## src/hdl/ale_pkg.sv

```systemverilog
// Shared types and constants for the array list engine.
// No dependencies; imported by ale_ctrl, ale_dp, the top and the testbench.
`default_nettype none

package ale_pkg;

  localparam int Capacity = 16;
  localparam int IdxW     = $clog2(Capacity);
  localparam int FillW    = $clog2(Capacity + 1);
  localparam int ValueW   = 8;
  localparam int FuncW    = 2;
  localparam int StatusW  = 2;
  localparam int PosW     = 4;
  localparam int FillOutW = 5;

  typedef enum logic [FuncW-1:0] {
    OP_CLEAR  = 2'd0,
    OP_INSERT = 2'd1,
    OP_DELETE = 2'd2,
    OP_FIND   = 2'd3
  } op_e;

  typedef enum logic [StatusW-1:0] {
    ST_DONE    = 2'd0,
    ST_FULL    = 2'd1,
    ST_MISSING = 2'd2
  } status_e;

  typedef enum logic [2:0] {
    S_IDLE,
    S_INS,
    S_INS_HEAD,
    S_SCAN,
    S_FINISH
  } state_e;

  // Commands from the controller to the datapath.
  typedef struct packed {
    logic start;
    logic ins_run;
    logic ins_head;
    logic scan_run;
    logic finish;
  } cmd_t;

  // Status from the datapath to the controller.
  typedef struct packed {
    logic full;
    logic ins_end;
    logic scan_end;
    logic out_free;
  } stat_t;

endpackage

`default_nettype wire

```

## src/hdl/ale_ram.sv

```systemverilog
// Generic single write port, single read port RAM with registered read data.
// No dependencies.
`default_nettype none

module ale_ram #(
  parameter int Width = 8,
  parameter int Depth = 16
) (
  input  wire logic                     clk_i,
  input  wire logic                     we_i,
  input  wire logic [$clog2(Depth)-1:0] waddr_i,
  input  wire logic [Width-1:0]         wdata_i,
  input  wire logic                     re_i,
  input  wire logic [$clog2(Depth)-1:0] raddr_i,
  output logic      [Width-1:0]         rdata_o
);

  logic [Width-1:0] mem_q [Depth];
  logic [Width-1:0] rdata_q;

  always_ff @(posedge clk_i) begin
    if (we_i) begin
      mem_q[waddr_i] <= wdata_i;
    end
    if (re_i) begin
      rdata_q <= mem_q[raddr_i];
    end
  end

  assign rdata_o = rdata_q;

endmodule

`default_nettype wire

```

## src/hdl/ale_ctrl.sv

```systemverilog
// Sequencer for the array list engine: accepts an item and steps the datapath.
// Depends on ale_pkg.
`default_nettype none

module ale_ctrl import ale_pkg::*; (
  input  wire logic  clk_i,
  input  wire logic  rst_ni,
  input  wire logic  in_valid_i,
  input  wire op_e   func_i,
  input  wire stat_t stat_i,
  output cmd_t       cmd_o,
  output logic       in_stall_o
);

  state_e state_q, state_d;

  always_ff @(posedge clk_i or negedge rst_ni) begin
    if (!rst_ni) begin
      state_q <= S_IDLE;
    end else begin
      state_q <= state_d;
    end
  end

  always_comb begin
    state_d    = state_q;
    cmd_o      = '0;
    in_stall_o = (state_q != S_IDLE);
    unique case (state_q)
      S_IDLE: begin
        if (in_valid_i) begin
          cmd_o.start = 1'b1;
          unique case (func_i)
            OP_CLEAR:  state_d = S_FINISH;
            OP_INSERT: state_d = stat_i.full ? S_FINISH : S_INS;
            OP_DELETE: state_d = S_SCAN;
            OP_FIND:   state_d = S_SCAN;
            default:   state_d = S_SCAN;
          endcase
        end
      end
      S_INS: begin
        cmd_o.ins_run = 1'b1;
        if (stat_i.ins_end) begin
          state_d = S_INS_HEAD;
        end
      end
      S_INS_HEAD: begin
        cmd_o.ins_head = 1'b1;
        state_d        = S_FINISH;
      end
      S_SCAN: begin
        cmd_o.scan_run = 1'b1;
        if (stat_i.scan_end) begin
          state_d = S_FINISH;
        end
      end
      S_FINISH: begin
        // hold until the output register can take the result beat
        if (stat_i.out_free) begin
          cmd_o.finish = 1'b1;
          state_d      = S_IDLE;
        end
      end
      default: state_d = S_IDLE;
    endcase
  end

endmodule

`default_nettype wire

```

## src/hdl/ale_dp.sv

```systemverilog
// Datapath of the array list engine: entry RAM, walk counters, compare and
// result register. Depends on ale_pkg and ale_ram.
`default_nettype none

module ale_dp import ale_pkg::*; (
  input  wire logic                clk_i,
  input  wire logic                rst_ni,
  input  wire cmd_t                cmd_i,
  input  wire op_e                 func_i,
  input  wire logic [ValueW-1:0]   value_i,
  input  wire logic                out_stall_i,
  output stat_t                    stat_o,
  output logic                     out_valid_o,
  output logic [StatusW-1:0]       status_o,
  output logic [PosW-1:0]          position_o,
  output logic [FillOutW-1:0]      fill_after_o
);

  // control state
  logic             out_valid_q;
  logic [FillW-1:0] fill_q, fill_d;
  logic             pend_v_q, chk_v_q, hit_q;

  // payload state
  op_e              op_q;
  logic [ValueW-1:0] value_q;
  logic [FillW-1:0] cnt_q, wr_q;
  logic [IdxW-1:0]  pend_addr_q, chk_idx_q, pos_q;
  status_e          status_q, status_d;
  logic [IdxW-1:0]  res_pos_q, res_pos_d;

  // RAM port signals
  logic              ram_we, ram_re;
  logic [IdxW-1:0]   ram_waddr, ram_raddr;
  logic [ValueW-1:0] ram_wdata, ram_rdata;

  logic match, is_find, issue, full;

  ale_ram #(
    .Width (ValueW),
    .Depth (Capacity)
  ) u_ram (
    .clk_i   (clk_i),
    .we_i    (ram_we),
    .waddr_i (ram_waddr),
    .wdata_i (ram_wdata),
    .re_i    (ram_re),
    .raddr_i (ram_raddr),
    .rdata_o (ram_rdata)
  );

  assign full    = (fill_q == FillW'(Capacity));
  assign match   = chk_v_q && (ram_rdata == value_q);
  assign is_find = (op_q == OP_FIND);
  // stop issuing reads once a find has hit
  assign issue   = (cnt_q < fill_q) && !(is_find && hit_q);

  always_comb begin
    ram_we    = 1'b0;
    ram_waddr = pend_addr_q;
    ram_wdata = ram_rdata;
    ram_re    = 1'b0;
    ram_raddr = IdxW'(cnt_q);
    if (cmd_i.ins_run) begin
      ram_we    = pend_v_q;
      ram_re    = (cnt_q != '0);
      ram_raddr = IdxW'(cnt_q - FillW'(1));
    end else if (cmd_i.ins_head) begin
      ram_we    = 1'b1;
      ram_waddr = '0;
      ram_wdata = value_q;
    end else if (cmd_i.scan_run) begin
      ram_re = issue;
      // compact: write kept entries down to the write pointer
      if ((op_q == OP_DELETE) && chk_v_q && !match) begin
        ram_we    = 1'b1;
        ram_waddr = IdxW'(wr_q);
      end
    end
  end

  always_comb begin
    fill_d    = fill_q;
    status_d  = ST_DONE;
    res_pos_d = '0;
    unique case (op_q)
      OP_CLEAR: fill_d = '0;
      OP_INSERT: begin
        if (full) begin
          status_d = ST_FULL;
        end else begin
          fill_d = fill_q + FillW'(1);
        end
      end
      OP_DELETE: begin
        fill_d   = wr_q;
        status_d = hit_q ? ST_DONE : ST_MISSING;
      end
      OP_FIND: begin
        status_d  = hit_q ? ST_DONE : ST_MISSING;
        res_pos_d = hit_q ? pos_q : '0;
      end
      default: fill_d = fill_q;
    endcase
  end

  always_ff @(posedge clk_i or negedge rst_ni) begin
    if (!rst_ni) begin
      out_valid_q <= 1'b0;
      fill_q      <= '0;
      pend_v_q    <= 1'b0;
      chk_v_q     <= 1'b0;
      hit_q       <= 1'b0;
    end else begin
      if (cmd_i.finish) begin
        out_valid_q <= 1'b1;
        fill_q      <= fill_d;
      end else if (!out_stall_i) begin
        out_valid_q <= 1'b0;
      end
      if (cmd_i.start) begin
        pend_v_q <= 1'b0;
        chk_v_q  <= 1'b0;
        hit_q    <= 1'b0;
      end else begin
        if (cmd_i.ins_run) begin
          pend_v_q <= (cnt_q != '0);
        end
        if (cmd_i.scan_run) begin
          chk_v_q <= issue;
          if (match) begin
            hit_q <= 1'b1;
          end
        end
      end
    end
  end

  always_ff @(posedge clk_i) begin
    if (cmd_i.start) begin
      op_q    <= func_i;
      value_q <= value_i;
      cnt_q   <= (func_i == OP_INSERT) ? fill_q : '0;
      wr_q    <= '0;
    end
    if (cmd_i.ins_run && (cnt_q != '0)) begin
      pend_addr_q <= IdxW'(cnt_q);
      cnt_q       <= cnt_q - FillW'(1);
    end
    if (cmd_i.scan_run) begin
      if (issue) begin
        chk_idx_q <= IdxW'(cnt_q);
        cnt_q     <= cnt_q + FillW'(1);
      end
      if (match && !hit_q) begin
        pos_q <= chk_idx_q;
      end
      if ((op_q == OP_DELETE) && chk_v_q && !match) begin
        wr_q <= wr_q + FillW'(1);
      end
    end
    if (cmd_i.finish) begin
      status_q  <= status_d;
      res_pos_q <= res_pos_d;
    end
  end

  assign stat_o.full     = full;
  assign stat_o.ins_end  = (cnt_q == '0);
  assign stat_o.scan_end = !chk_v_q && !issue;
  assign stat_o.out_free = !out_valid_q || !out_stall_i;

  assign out_valid_o  = out_valid_q;
  assign status_o     = status_q;
  assign position_o   = PosW'(res_pos_q);
  assign fill_after_o = FillOutW'(fill_q);

endmodule

`default_nettype wire

```

## src/hdl/array_list_engine_top.sv

```systemverilog
// Array list engine. One item at a time: clear and an insert into a full list
// go straight to the result, insert shifts every held entry up a slot and writes
// the new value at the head, find and delete scan the entries (a find stops
// reading at its first match). The walks go over the entry RAM through its
// single read and single write port. A new item is accepted while a result
// beat waits. Reset (rst_ni low, async) empties the list.
`default_nettype none

module array_list_engine_top import ale_pkg::*; (
  input  wire logic                clk_i,
  input  wire logic                rst_ni,
  input  wire logic                in_valid_i,
  output logic                     in_stall_o,
  input  wire logic [FuncW-1:0]    func_i,
  input  wire logic [ValueW-1:0]   value_i,
  output logic                     out_valid_o,
  input  wire logic                out_stall_i,
  output logic [StatusW-1:0]       status_o,
  output logic [PosW-1:0]          position_o,
  output logic [FillOutW-1:0]      fill_after_o
);

  cmd_t  cmd;
  stat_t stat;
  op_e   func;

  assign func = op_e'(func_i);

  ale_ctrl u_ctrl (
    .clk_i      (clk_i),
    .rst_ni     (rst_ni),
    .in_valid_i (in_valid_i),
    .func_i     (func),
    .stat_i     (stat),
    .cmd_o      (cmd),
    .in_stall_o (in_stall_o)
  );

  ale_dp u_dp (
    .clk_i        (clk_i),
    .rst_ni       (rst_ni),
    .cmd_i        (cmd),
    .func_i       (func),
    .value_i      (value_i),
    .out_stall_i  (out_stall_i),
    .stat_o       (stat),
    .out_valid_o  (out_valid_o),
    .status_o     (status_o),
    .position_o   (position_o),
    .fill_after_o (fill_after_o)
  );

`ifndef NO_ASSERTIONS
  a_busy_after_accept: assert property (@(posedge clk_i) disable iff (!rst_ni)
    in_valid_i && !in_stall_o |=> in_stall_o)
    else $error("input accepted while an item is in work");

  a_status_code: assert property (@(posedge clk_i) disable iff (!rst_ni)
    out_valid_o |-> (status_o == ST_DONE) || (status_o == ST_FULL) ||
                    (status_o == ST_MISSING))
    else $error("undefined status code on result beat");

  a_position_zero: assert property (@(posedge clk_i) disable iff (!rst_ni)
    out_valid_o && (status_o != ST_DONE) |-> position_o == '0)
    else $error("nonzero position on a failed operation");
`endif

endmodule

`default_nettype wire

```

## config.mk

```make
export PLATFORM = sky130hd
export DESIGN_NAME = array_list_engine_top
export DESIGN_NICKNAME = d
export VERILOG_FILES = /design/src/hdl/ale_pkg.sv /design/src/hdl/ale_ram.sv /design/src/hdl/ale_ctrl.sv /design/src/hdl/ale_dp.sv /design/src/hdl/array_list_engine_top.sv
export SDC_FILE = /design/constraint.sdc
export NUM_CORES = 1
export LEC_CHECK = 0
export BUFFER_PORTS_ARGS = -buffer_cell sky130_fd_sc_hd__buf_4
export CAP_MARGIN = 30
export CORE_UTILIZATION = 45
export DETAILED_ROUTE_END_ITERATION = 8
export SLEW_MARGIN = 10
export SYNTH_ARGS = -nofsm -noshare
export SYNTH_HDL_FRONTEND = slang
export SYNTH_SLANG_ARGS = --single-unit
```

## constraint.sdc

```tcl
create_clock -name clk_i -period 5.19 [get_ports clk_i]
set_input_delay 1.2975 -clock clk_i [delete_from_list [all_inputs] [get_ports clk_i]]
set_output_delay 1.2975 -clock clk_i [all_outputs]
set_load 0.03 [all_outputs]
```

==> flow_summary_export.csv <==
group,metric,value,unit
outcome,status,"finished, final reports clean",
clocking,root_buffer,"clkbuf_16",
global_route,grtUsageTotal,22.9,%
finish,fin_nets,755,
timing,fin_worst_skew,0.0101,ns
yosys,syn_area_per_cell,12.6,µm²
global_route,grt_max_degree,43,
critical_path,cp_num_buf_inv,0,
finish,syn_to_final_growth,10.1,%
critical_path,critPathKind,"register to register",
timing,worst_pin_slew,0.881,ns
routing,num_vias,6112,
global_route,grt_pass1_wl,34300,µm
critical_path,path_cells,"and2b_2 > and4_1 > nor2b_1 > mux2i_1 > nor2_1",
clocking,htreeDepth,4,
critical_path,worst_setup_path_start_kind,"register",
finish,multi_input_area,3360,µm²
clocking,clockBufferDepth,2,
yosys,async_flop_share,6.45,%
critical_path,cp_max_fo,18,
yosys,ys_warn_count,0,
floorplan,io_pins,27,
finish,regArea,5430,µm²
yosys,postSynthCellCount,718,
power,peakVddDrop,0.000381,V
critical_path,slowest_delay,0.73,ns
critical_path,ff2ff_path_depth,5,
critical_path,required,5.25,ns
critical_path,worstPathArrival,3.55,ns
clocking,insertion_delay,0.43,ns
timing,rsz0062_at_grt,"no",
floorplan,die_h,144,µm
power,leakage,3.56,nW
finish,final_cell_mix,"164 x edfxtp_1, 79 x nor3_1, 76 x nand2_1",
flow_run,drv_cap,0,
clocking,cts_setup_buffers,0,
yosys,synth.net_count,745,
timing,drv_slew,0,
clocking,cts_buffers,17,
timing,finalHoldViolCount,0,
critical_path,setup.worst_path.end,"u_dp.u_ram.mem_q[7][5]",
timing,min_period_over_period,67.3,%
routing,drtIter0Drc,518,
floorplan,rows,51,
global_route,grt_pass1_vias,5800,
critical_path,crit_start,"u_ctrl.state_q[1]",
timing,relSlewSlack,41.2,%
clocking,ctsResizeCount,0,
critical_path,crit_slowest_cell,"nor2_1",
finish,drive_gt1_share,13.6,%
critical_path,path_delay_family,"simple AND/OR/NAND/NOR gates",
finish,fillerInstances,1687,
clocking,path_clk_slew,0.07,ns
timing,fmax,286,MHz
floorplan,dieArea,20700,µm²
routing,via_per_inst,6.08,
yosys,synth_seq_area_share,59.8,%
yosys,ys_ff_latch,186,
yosys,ys_types,63,
yosys,synthFlopType,"edfxtp_1",
routing,drc,0,
critical_path,r2r_end,"u_dp.u_ram.mem_q[7][5]",
clocking,clkSinkCount,186,
hold_path,hold_class,"register to register",
routing,wl_per_cell,22.4,µm
clocking,cts_tree,"built",
timing,setup_viol,0,
finish,fin_util,51.0,%
routing,routed_wirelength,22500,µm
critical_path,r2r-start,"u_ctrl.state_q[1]",
timing,min_period,3.49,ns
global_route,grt_overflow,0,
clocking,ctsHoldBuffers,0,
place,io_buffers,26,
critical_path,reg2reg_slack,1.70,ns
floorplan,start_util,46.3,%
critical_path,end_kind,"register",
floorplan,core_region_area,19600,µm²
global_route,antenna_found_initial,0,
critical_path,path_depth,5,
finish,layout_commonest_cell,"edfxtp_1",
routing,first_pass_iters,5,
yosys,synth.cell_area,9070,µm²
floorplan,fp.dieW,144,µm
place,dp_hpwl,15700,µm
finish,antenna_cells,0,
power,p_per_area,647,nW/µm²
yosys,synth-edff-count,164,
timing,setup_tns,0,ns
place,place.gp.congestion,0.911,
routing,antenna_left,0,
-- report_power, final --
part	internal, mW	switching [mW]	total [mW]	leakage (nW)
clock network	0.631	0.611	1.24	0.266
registers	2.14	0.237	2.38	1.73
logic	1.01	1.83	2.84	1.56
-- per-layer routing --
layer  GRT usage [%]  vias to the layer above  wire [µm]
met5               0                        -          0
met4            9.13                        0        650
met3            4.53                       41       1560
met2            35.4                      264      10300
met1            31.6                     3039       9980
li1                -                     2768          -
-- kinds of logic after synthesis --
logic type / count (synthesis) / share of synthesized area (%)
multiplexers: 90 / 12.2
buffers and inverters: 59 / 3.28
AO/OA/AOI/OAI: 92 / 7.09
AND/OR/NAND/NOR: 263 / 14.3
XOR/XNOR: 15 / 1.53
flip-flops: 186 / 59.8
adder cells (fa/ha/maj): 13 / 1.79
-- worst min-delay path by stage --
stage	from	slack, ns	endpoint	depth (start not counted)
floorplan	u_dp.chk_idx_q[0]	0.40	u_dp.pos_q[0]	0
global placement	u_dp.chk_idx_q[1]	0.41	u_dp.pos_q[1]	0
detailed placement	u_dp.chk_idx_q[0]	0.42	u_dp.pos_q[0]	0
CTS	u_dp.chk_idx_q[0]	0.43	u_dp.pos_q[0]	0
global route	u_dp.chk_idx_q[1]	0.44	u_dp.pos_q[1]	0
finish	u_dp.chk_idx_q[0]	0.43	u_dp.pos_q[0]	0
-- registers in the layout, summed over array words and instances (netlist names), 2 cells and up --
signal,cells
u_dp.u_ram.mem_q,128
u_dp.u_ram.rdata_o,8
u_dp.value_q,8
u_dp.cnt_q,5
u_dp.fill_after_o,5
u_dp.wr_q,5
u_dp.chk_idx_q,4
u_dp.pend_addr_q,4
u_dp.pos_q,4
u_dp.position_o,4
u_ctrl.state_q,3
u_dp.op_q,2
u_dp.status_o,2
-- stage by stage --
stage          power [mW]  area, µm²  instances  hold slack [ns]  setup slack [ns]
2_1_floorplan        4.39       9070        718            0.400              2.54
3_3_place_gp         5.18       9410        973            0.410              1.86
3_5_place_dp         5.22       9420        973            0.417              1.72
4_1_cts              6.46       9980       1005            0.433              1.69
5_1_grt              6.78       9990       1006            0.436              1.45
6_report             6.46       9990       1006            0.427              1.70
-- area by class of cell --
cell class,instances,area share (%)
sequential,186,54.3
multi-input combinational,473,33.6
clock buffer,17,4.26
tap,265,3.32
timing repair buffer,33,2.52
clock inverter,15,1.34
inverter,17,0.639
-- Yosys cell counts (all sizes together) (9+ instances only) --
cell type  count  area, µm²
a21oi         14       70.1
a31oi          9       56.3
buf           33        196
clkbuf         9       37.5
dfrtp         12        300
dfxtp         10        200
edfxtp       164       4920
ha            13        163
inv           17       63.8
mux2i         71        711
mux4          16        360
nand2         76        285
nand3         24        120
nor2          29        109
nor3          79        395
nor4          17        113
o21ai         16       98.8
o22ai         20        125
xnor2         12        105
No activity file was read; power rests on OpenSTA's default activity.
